**src/rtl/core/pwas_pkg.sv**
```systemverilog
// Shared types and constants of the pulse width autorange scaler.
// Used by the controller, the datapath and the top level.
package pwas_pkg;

   localparam int DEF_TIMER_BITS = 16;
   localparam int WORD_BITS      = 16;
   localparam int CSR_IDX_BITS   = 3;
   localparam int PROD_BITS      = 2 * WORD_BITS;
   localparam int DIV_STEPS      = PROD_BITS;
   localparam int DIV_CNT_BITS   = $clog2(DIV_STEPS);

   // Register indexes on the configuration port.
   localparam logic [CSR_IDX_BITS-1:0] REG_CLAMP_LOW  = 3'd0;
   localparam logic [CSR_IDX_BITS-1:0] REG_CLAMP_HIGH = 3'd1;
   localparam logic [CSR_IDX_BITS-1:0] REG_OUT_BASE   = 3'd2;
   localparam logic [CSR_IDX_BITS-1:0] REG_OUT_SPAN   = 3'd3;

   // Reset values.
   localparam logic [WORD_BITS-1:0] RST_CLAMP_LOW  = 16'd1200;
   localparam logic [WORD_BITS-1:0] RST_CLAMP_HIGH = 16'd1800;
   localparam logic [WORD_BITS-1:0] RST_OUT_BASE   = 16'd1300;
   localparam logic [WORD_BITS-1:0] RST_OUT_SPAN   = 16'd500;
   localparam logic [WORD_BITS-1:0] RST_WIDTH_MIN  = 16'd2000;
   localparam logic [WORD_BITS-1:0] RST_WIDTH_MAX  = 16'd0;
   localparam logic [WORD_BITS-1:0] WORD_MAX       = 16'hFFFF;

   // Commands from the controller to the datapath.
   typedef struct packed {
      logic rise_load;   // store the stamp of a rising edge
      logic fall_load;   // store the stamp of a falling edge
      logic width_upd;   // form the clamped width, update min and max
      logic mult_load;   // form the numerator and the divisor
      logic div_step;    // one restoring division step
      logic out_load;    // fill the result register
   } cmd_type;

   // Status from the datapath to the controller.
   typedef struct packed {
      logic rsp_free;    // the result register can take a new word
   } sts_type;

endpackage

```
**src/rtl/core/pwas_ctrl.sv**
```systemverilog
// Controller state machine of the pulse width autorange scaler.
// Depends on pwas_pkg; drives the datapath through cmd_type.
module pwas_ctrl (
   input  logic              clock,
   input  logic              reset,
   input  logic              req_valid,
   output logic              req_stall,
   input  pwas_pkg::sts_type sts,
   output pwas_pkg::cmd_type cmd
);
   import pwas_pkg::*;

   typedef enum logic [2:0] {
      ST_IDLE,
      ST_WIDTH,
      ST_MULT,
      ST_DIV,
      ST_DONE
   } state_type;

   state_type               state_ff, state_in;
   logic                    awaiting_fall_ff, awaiting_fall_in;
   logic [DIV_CNT_BITS-1:0] count_ff, count_in;
   logic                    accept;

   assign req_stall = (state_ff != ST_IDLE);
   assign accept    = req_valid && (state_ff == ST_IDLE);

   always_comb begin
      state_in         = state_ff;
      awaiting_fall_in = awaiting_fall_ff;
      count_in         = count_ff;
      cmd              = '0;
      case (state_ff)
         ST_IDLE: begin
            if (accept) begin
               awaiting_fall_in = !awaiting_fall_ff;
               if (awaiting_fall_ff) begin
                  cmd.fall_load = 1'b1;
                  state_in      = ST_WIDTH;
               end else begin
                  cmd.rise_load = 1'b1;
               end
            end
         end
         ST_WIDTH: begin
            cmd.width_upd = 1'b1;
            state_in      = ST_MULT;
         end
         ST_MULT: begin
            cmd.mult_load = 1'b1;
            count_in      = '0;
            state_in      = ST_DIV;
         end
         ST_DIV: begin
            cmd.div_step = 1'b1;
            count_in     = count_ff + DIV_CNT_BITS'(1);
            if (count_ff == DIV_CNT_BITS'(DIV_STEPS - 1)) begin
               state_in = ST_DONE;
            end
         end
         ST_DONE: begin
            // Hold the finished word until the result register is free.
            if (sts.rsp_free) begin
               cmd.out_load = 1'b1;
               state_in     = ST_IDLE;
            end
         end
         default: begin
            state_in = ST_IDLE;
         end
      endcase
   end

   always_ff @(posedge clock) begin
      if (reset) begin
         state_ff         <= ST_IDLE;
         awaiting_fall_ff <= 1'b0;
         count_ff         <= '0;
      end else begin
         state_ff         <= state_in;
         awaiting_fall_ff <= awaiting_fall_in;
         count_ff         <= count_in;
      end
   end

endmodule

```
**src/rtl/core/pwas_dp.sv**
```systemverilog
// Datapath of the pulse width autorange scaler: configuration registers,
// width and range tracking, multiplier, serial divider and result register.
// Depends on pwas_pkg; steered by the controller through cmd_type.
module pwas_dp #(
   parameter int TIMER_BITS = pwas_pkg::DEF_TIMER_BITS
) (
   input  logic                                   clock,
   input  logic                                   reset,
   input  pwas_pkg::cmd_type                      cmd,
   output pwas_pkg::sts_type                      sts,
   input  logic [pwas_pkg::WORD_BITS-1:0]         req_capture_time,
   input  logic                                   csr_wr_en,
   input  logic [pwas_pkg::CSR_IDX_BITS-1:0]      csr_index,
   input  logic [pwas_pkg::WORD_BITS-1:0]         csr_wdata,
   output logic                                   rsp_valid,
   input  logic                                   rsp_stall,
   output logic [pwas_pkg::WORD_BITS-1:0]         rsp_drive_value,
   output logic [pwas_pkg::WORD_BITS-1:0]         rsp_pulse_width,
   output logic [pwas_pkg::WORD_BITS-1:0]         rsp_seen_min,
   output logic [pwas_pkg::WORD_BITS-1:0]         rsp_seen_max
);
   import pwas_pkg::*;

   // Only the low bits of the stamp that the timer really has are used.
   localparam int STAMP_BITS = (TIMER_BITS < WORD_BITS) ? TIMER_BITS : WORD_BITS;

   logic [WORD_BITS-1:0]  clamp_low_ff, clamp_high_ff, out_base_ff, out_span_ff;
   logic [STAMP_BITS-1:0] rise_stamp_ff, rise_stamp_in;
   logic [STAMP_BITS-1:0] fall_stamp_ff, fall_stamp_in;
   logic [WORD_BITS-1:0]  held_width_ff, held_width_in;
   logic [WORD_BITS-1:0]  width_max_ff, width_max_in;
   logic [WORD_BITS-1:0]  width_min_ff, width_min_in;
   logic [PROD_BITS-1:0]  num_q_ff, num_q_in;
   logic [WORD_BITS-1:0]  den_ff, den_in;
   logic [WORD_BITS-1:0]  rem_ff, rem_in;
   logic                  flat_ff, flat_in;
   logic                  rsp_valid_ff, rsp_valid_in;
   logic [WORD_BITS-1:0]  drive_ff, drive_in;
   logic [WORD_BITS-1:0]  width_out_ff, width_out_in;
   logic [WORD_BITS-1:0]  min_out_ff, min_out_in;
   logic [WORD_BITS-1:0]  max_out_ff, max_out_in;

   logic [WORD_BITS-1:0]  raw_width;
   logic [WORD_BITS-1:0]  clamped;
   logic [WORD_BITS:0]    trial;
   logic [WORD_BITS:0]    trial_diff;
   logic                  qbit;
   logic [PROD_BITS:0]    drive_sum;

   // Configuration registers; indexes past the last register are ignored.
   always_ff @(posedge clock) begin
      if (reset) begin
         clamp_low_ff  <= RST_CLAMP_LOW;
         clamp_high_ff <= RST_CLAMP_HIGH;
         out_base_ff   <= RST_OUT_BASE;
         out_span_ff   <= RST_OUT_SPAN;
      end else if (csr_wr_en) begin
         case (csr_index)
            REG_CLAMP_LOW:  clamp_low_ff  <= csr_wdata;
            REG_CLAMP_HIGH: clamp_high_ff <= csr_wdata;
            REG_OUT_BASE:   out_base_ff   <= csr_wdata;
            REG_OUT_SPAN:   out_span_ff   <= csr_wdata;
            default: begin
            end
         endcase
      end
   end

   // A stamp that did not advance (a timer wrap included) reuses the held width.
   // Upper bound first: an inverted window gives clamp_high above it, else clamp_low.
   always_comb begin
      if (fall_stamp_ff > rise_stamp_ff) begin
         raw_width = WORD_BITS'(fall_stamp_ff - rise_stamp_ff);
      end else begin
         raw_width = held_width_ff;
      end
      if (raw_width > clamp_high_ff) begin
         clamped = clamp_high_ff;
      end else if (raw_width < clamp_low_ff) begin
         clamped = clamp_low_ff;
      end else begin
         clamped = raw_width;
      end
   end

   // Restoring division, one quotient bit per step; quotient bits shift in
   // behind the numerator bits.
   always_comb begin
      trial      = {rem_ff, num_q_ff[PROD_BITS-1]};
      trial_diff = trial - {1'b0, den_ff};
      qbit       = (trial >= {1'b0, den_ff});
   end

   assign drive_sum = {{(PROD_BITS + 1 - WORD_BITS){1'b0}}, out_base_ff}
                      + {1'b0, num_q_ff};

   always_comb begin
      rise_stamp_in = rise_stamp_ff;
      fall_stamp_in = fall_stamp_ff;
      held_width_in = held_width_ff;
      width_max_in  = width_max_ff;
      width_min_in  = width_min_ff;
      num_q_in      = num_q_ff;
      den_in        = den_ff;
      rem_in        = rem_ff;
      flat_in       = flat_ff;
      drive_in      = drive_ff;
      width_out_in  = width_out_ff;
      min_out_in    = min_out_ff;
      max_out_in    = max_out_ff;
      rsp_valid_in  = rsp_valid_ff && rsp_stall;

      if (cmd.rise_load) begin
         rise_stamp_in = req_capture_time[STAMP_BITS-1:0];
      end
      if (cmd.fall_load) begin
         fall_stamp_in = req_capture_time[STAMP_BITS-1:0];
      end
      if (cmd.width_upd) begin
         held_width_in = clamped;
         if (clamped > width_max_ff) begin
            width_max_in = clamped;
         end
         if (clamped < width_min_ff) begin
            width_min_in = clamped;
         end
      end
      if (cmd.mult_load) begin
         num_q_in = PROD_BITS'(out_span_ff) * PROD_BITS'(held_width_ff - width_min_ff);
         den_in   = width_max_ff - width_min_ff;
         flat_in  = (width_max_ff == width_min_ff);
         rem_in   = '0;
      end
      if (cmd.div_step) begin
         num_q_in = {num_q_ff[PROD_BITS-2:0], qbit};
         rem_in   = qbit ? trial_diff[WORD_BITS-1:0] : trial[WORD_BITS-1:0];
      end
      if (cmd.out_load) begin
         if (flat_ff) begin
            drive_in = out_base_ff;
         end else if (drive_sum[PROD_BITS:WORD_BITS] != '0) begin
            drive_in = WORD_MAX;
         end else begin
            drive_in = drive_sum[WORD_BITS-1:0];
         end
         width_out_in = held_width_ff;
         min_out_in   = width_min_ff;
         max_out_in   = width_max_ff;
         rsp_valid_in = 1'b1;
      end
   end

   always_ff @(posedge clock) begin
      if (reset) begin
         rise_stamp_ff <= '0;
         held_width_ff <= '0;
         width_max_ff  <= RST_WIDTH_MAX;
         width_min_ff  <= RST_WIDTH_MIN;
         rsp_valid_ff  <= 1'b0;
      end else begin
         rise_stamp_ff <= rise_stamp_in;
         held_width_ff <= held_width_in;
         width_max_ff  <= width_max_in;
         width_min_ff  <= width_min_in;
         rsp_valid_ff  <= rsp_valid_in;
      end
   end

   always_ff @(posedge clock) begin
      fall_stamp_ff <= fall_stamp_in;
      num_q_ff      <= num_q_in;
      den_ff        <= den_in;
      rem_ff        <= rem_in;
      flat_ff       <= flat_in;
      drive_ff      <= drive_in;
      width_out_ff  <= width_out_in;
      min_out_ff    <= min_out_in;
      max_out_ff    <= max_out_in;
   end

   assign sts.rsp_free   = !rsp_valid_ff || !rsp_stall;
   assign rsp_valid       = rsp_valid_ff;
   assign rsp_drive_value = drive_ff;
   assign rsp_pulse_width = width_out_ff;
   assign rsp_seen_min    = min_out_ff;
   assign rsp_seen_max    = max_out_ff;

endmodule

```
**src/rtl/core/pulse_width_autorange_scaler_core.sv**
```systemverilog
// Pulse width autorange scaler: turns alternating rising and falling capture
// stamps into a scaled PWM drive value. Depends on pwas_pkg, pwas_ctrl, pwas_dp.
//
// Usage:
// - The req channel takes one capture stamp per word, rising edge first, then
//   falling edge, alternating. Only the low TIMER_BITS bits, at most 16, count.
// - A rising-edge word produces nothing and does not raise req_stall.
// - A falling-edge word produces one rsp word: drive value, clamped width and
//   the smallest and largest widths seen so far.
// - A falling-edge word passes through width and range update, one multiply,
//   then 32 steps of a serial restoring divider before rsp_valid rises.
// - req_stall is high while a falling-edge word is being worked on.
// - The rsp register holds its word while rsp_stall is high; the next
//   rising-edge word is still accepted meanwhile, and a finished falling-edge
//   word waits inside until the register is free.
// - The csr port writes clamp_low, clamp_high, out_base and out_span
//   (indexes 0 to 3, others ignored); write only while the block is idle.
// - Synchronous reset restores the register defaults, clears the range
//   tracking and expects a rising edge next.
module pulse_width_autorange_scaler_core #(
   parameter int TIMER_BITS = pwas_pkg::DEF_TIMER_BITS
) (
   input  logic                               clock,
   input  logic                               reset,
   input  logic                               req_valid,
   output logic                               req_stall,
   input  logic [pwas_pkg::WORD_BITS-1:0]     req_capture_time,
   output logic                               rsp_valid,
   input  logic                               rsp_stall,
   output logic [pwas_pkg::WORD_BITS-1:0]     rsp_drive_value,
   output logic [pwas_pkg::WORD_BITS-1:0]     rsp_pulse_width,
   output logic [pwas_pkg::WORD_BITS-1:0]     rsp_seen_min,
   output logic [pwas_pkg::WORD_BITS-1:0]     rsp_seen_max,
   input  logic                               csr_wr_en,
   input  logic [pwas_pkg::CSR_IDX_BITS-1:0]  csr_index,
   input  logic [pwas_pkg::WORD_BITS-1:0]     csr_wdata
);
   import pwas_pkg::*;

   cmd_type cmd;
   sts_type sts;

   pwas_ctrl u_ctrl (
      .clock     (clock),
      .reset     (reset),
      .req_valid (req_valid),
      .req_stall (req_stall),
      .sts       (sts),
      .cmd       (cmd)
   );

   pwas_dp #(
      .TIMER_BITS (TIMER_BITS)
   ) u_dp (
      .clock            (clock),
      .reset            (reset),
      .cmd              (cmd),
      .sts              (sts),
      .req_capture_time (req_capture_time),
      .csr_wr_en        (csr_wr_en),
      .csr_index        (csr_index),
      .csr_wdata        (csr_wdata),
      .rsp_valid        (rsp_valid),
      .rsp_stall        (rsp_stall),
      .rsp_drive_value  (rsp_drive_value),
      .rsp_pulse_width  (rsp_pulse_width),
      .rsp_seen_min     (rsp_seen_min),
      .rsp_seen_max     (rsp_seen_max)
   );

endmodule

```
**config.mk**
```make
export PLATFORM = sky130hd
export DESIGN_NAME = pulse_width_autorange_scaler_core
export DESIGN_NICKNAME = d
export VERILOG_FILES = /design/src/rtl/core/pwas_pkg.sv /design/src/rtl/core/pwas_ctrl.sv /design/src/rtl/core/pwas_dp.sv /design/src/rtl/core/pulse_width_autorange_scaler_core.sv
export SDC_FILE = /design/constraint.sdc
export NUM_CORES = 1
export LEC_CHECK = 0
export ABC_AREA = 1
export BUFFER_PORTS_ARGS = -buffer_cell sky130_fd_sc_hd__buf_4
export CAP_MARGIN = 20
export CORE_ASPECT_RATIO = 0.7
export CORE_MARGIN = 1
export CORE_UTILIZATION = 30
export DETAILED_ROUTE_END_ITERATION = 10
export GPL_ROUTABILITY_DRIVEN = 0
export SKIP_CTS_REPAIR_TIMING = 1
export SYNTH_ARGS = -nofsm -noshare
export SYNTH_HDL_FRONTEND = slang
export SYNTH_SLANG_ARGS = --single-unit
```
**constraint.sdc**
```tcl
create_clock -name clock -period 17.1 [get_ports clock]
set_input_delay 0 -clock clock [delete_from_list [all_inputs] [get_ports clock]]
set_output_delay 0 -clock clock [all_outputs]
set_load 0.02 [all_outputs]
```
==> results by group <==
Outcome
  • Status: complete, no violations

STA
  • Final worst-path cycle share: 0.509
  • Final-report setup violation count: 0
  • Slew headroom: 0.307
  • Max Slew Vio Count: 0
  • Peak Freq: 115 MHz
  • Final worst path period need: 8.70 ns
  • Final Hold Viols: 0
  • RSZ-0062 raised after global routing: false
  • Clk_skew: 0.0163 ns
  • Setup tns final: 0 ns
  • Worst-Margin Slew: 1.04 ns

Placement
  • HPWL Detailed: 58.8 mm
  • IO buf count: 105

Die
  • Core Box Area: 0.0844 sq mm
  • Initial core utilization: 0.304
  • I/O pin cnt: 106
  • Die X: 351 um
  • Row Count: 89
  • DIE HEIGHT: 247 um
  • Die area: 0.0867 sq mm

Synthesis
  • Largest area contributor in the netlist: fa_1
  • Xor and xnor fraction of the mapped netlist area: 0.0342
  • Complex-gate fraction of the synthesized area: 0.122
  • Post-Synth Simple-Gate Area: 0.147
  • Top cell type's share of synthesized area: 0.215
  • Main flop type after synthesis: edfxtp_1
  • Yosys warnings: 0
  • Async S/R FF share, synth: 0
  • Fraction of the yosys area taken by sequential cells: 0.278
  • Synthesized area per cell: 8.53 sq um
  • Top cells by area, synth: fa_1 (21%), edfxtp_1 (17%), dfxtp_1 (11%), ha_1 (10%), inv_1 (8.7%)
  • Count of mapped cells out of synthesis: 3,007
  • Yosys cell types: 59
  • Synth Area in Adders: 0.316
  • Largest family of logic cells by synthesized area: adder cells
  • Post-synth net total: 3,530
  • Flops & latches, synth: 283
  • EDFF count, synth: 145
  • Mux share of post-synthesis cell area: 0
  • Post-Syn Area: 0.0256 sq mm

Global route
  • Initial antenna violation count: 6
  • Largest net degree at the start of global routing: 91
  • Total GRT Usage: 0.167
  • Vias in the first global route: 18,941
  • First-pass GRT wire length: 111 mm
  • Remaining Overflow, GRT: 0

Flow run
  • MaxCap Viol Count: 0

Clock tree
  • Root buf cell: clkbuf_16
  • CTS buffer count: 28
  • Worst-Skew Late Latency: 0.58 ns
  • Clk sinks: 283
  • CTS tree: built
  • Max Buffers Root-to-Sink: 3
  • H-tree levels: 1
  • CTS clk-pin slew, worst paths: 0.07 ns

Worst setup path
  • Worst Path Max Fanout: 10
  • Crit path from: u_dp.held_width_ff[0]
  • Slowest CP cell: fa_1
  • Crit start category: flop
  • Crit path required time: 17.39 ns
  • WP data arrival: 8.99 ns
  • WS Path Type: flop to flop
  • Reg2Reg Launch Point: u_dp.held_width_ff[0]
  • Critical Path End Type: flop
  • Slowest cell delay on critical path: 0.54 ns

Finish
  • Layout cells sized above 1: 0.0833
  • Filler instances: 8,746
  • Nets: 3,658
  • Commonest non-fill, non-tap cell in the layout: inv_1
  • Most frequent cells in the layout: inv_1 (597), nand2_1 (475), fa_1 (275)
  • Util after Layout: 0.346
  • Layout area overhead: 13.8%

Detailed routing
  • DRC: 0
  • Wirelength per Cell: 16.9 um
  • DRT iter0 DRCs: 1,789
  • Vias: 20,333
  • Post-Route WL: 72.5 mm
  • Final ANT Viol Nets: 0
  • DR pass1 iterations: 6
  • Vias per cell: 4.73

Worst hold path
  • Hold_sp: csr_index[2]
  • Hold Crit Class: primary input to flop
[synthesized netlist by cell type (58+ instances only)]
library cell and n:
inv_1 597, nand2_1 476, fa_1 275, a21oi_1 252, nor2_1 221, ha_1 208, o21ai_0 198, edfxtp_1 145
dfxtp_1 138, clkbuf_1 66, xor2_1 60, nand3_1 58
[per-layer routing]
layer	routed length, um	up-vias	global-route usage
met5	30	-	0
met4	831	6	0.0194
met3	9450	63	0.0736
met2	27100	748	0.216
met1	35100	9633	0.255
li1	-	9883	-
[critical path, delay by kind of cell (launching register included)]
| kind | cells | cell delay [ns] |
|---|---|---|
| compound gates | 13 | 1.98 |
| fa+ha+maj | 9 | 3.91 |
| buf+inv | 6 | 0.72 |
| flops | 1 | 0.37 |
| simple gates | 10 | 1.44 |
[registers in the layout, indices dropped and copies added, names as in the netlist]
signal                   count
u_dp.num_q_ff               32
u_dp.clamp_high_ff          16
u_dp.clamp_low_ff           16
u_dp.den_ff                 16
u_dp.fall_stamp_ff          16
u_dp.held_width_ff          16
u_dp.out_base_ff            16
u_dp.out_span_ff            16
u_dp.rem_ff                 16
u_dp.rise_stamp_ff          16
u_dp.rsp_drive_value        16
u_dp.rsp_pulse_width        16
u_dp.rsp_seen_max           16
u_dp.rsp_seen_min           16
u_dp.width_max_ff           16
u_dp.width_min_ff           16
u_ctrl.count_ff              5
u_ctrl.state_ff              3
u_ctrl.awaiting_fall_ff      1
u_dp.flat_ff                 1
u_dp.rsp_valid               1
[final timing paths]
path	to	slack [ns]	cells past startpoint
setup / recovery	u_dp.num_q_ff[28]	8.40	38
hold / removal	u_dp.clamp_high_ff[9]	0.10	6
setup reg to reg	u_dp.num_q_ff[28]	8.40	38
hold reg to reg	u_dp.rise_stamp_ff[8]	0.46	2
[metrics by stage]
stage	instance area, sq um	std cells	worst slack (ns)	hold slack [ns]
after floorplan	25600	3007	9.38	0.0989
after global placement	27700	4193	8.63	0.187
after detailed placement	27700	4193	8.50	0.190
after CTS	28700	4245	8.48	-0.417
after global routing	29200	4295	7.72	0.126
final	29200	4297	8.40	0.104
[kinds of logic after synthesis]
kind of cell             count (synthesis)
AND/OR/NAND/NOR                        883
AO/OA/AOI/OAI                          565
buffers and inverters                  693
adder cells (fa/ha/maj)                483
XOR/XNOR                               100
flip-flops                             283
[area by class of cell]
class,instances,area [sq um],share of cell area
diodes,3,7.51,0.000257
clock buffers,38,831,0.0285
clock inverters,14,129,0.00442
inverters,612,2300,0.0788
multi-input cells,2031,15900,0.545
flip-flops and latches,283,7120,0.244
well taps,1137,1420,0.0487
repair buffers,179,1470,0.0502
Power is left out: the tool's default activity adds up to more than one toggle a clock period on the data nets, which glitch-free logic cannot reach.
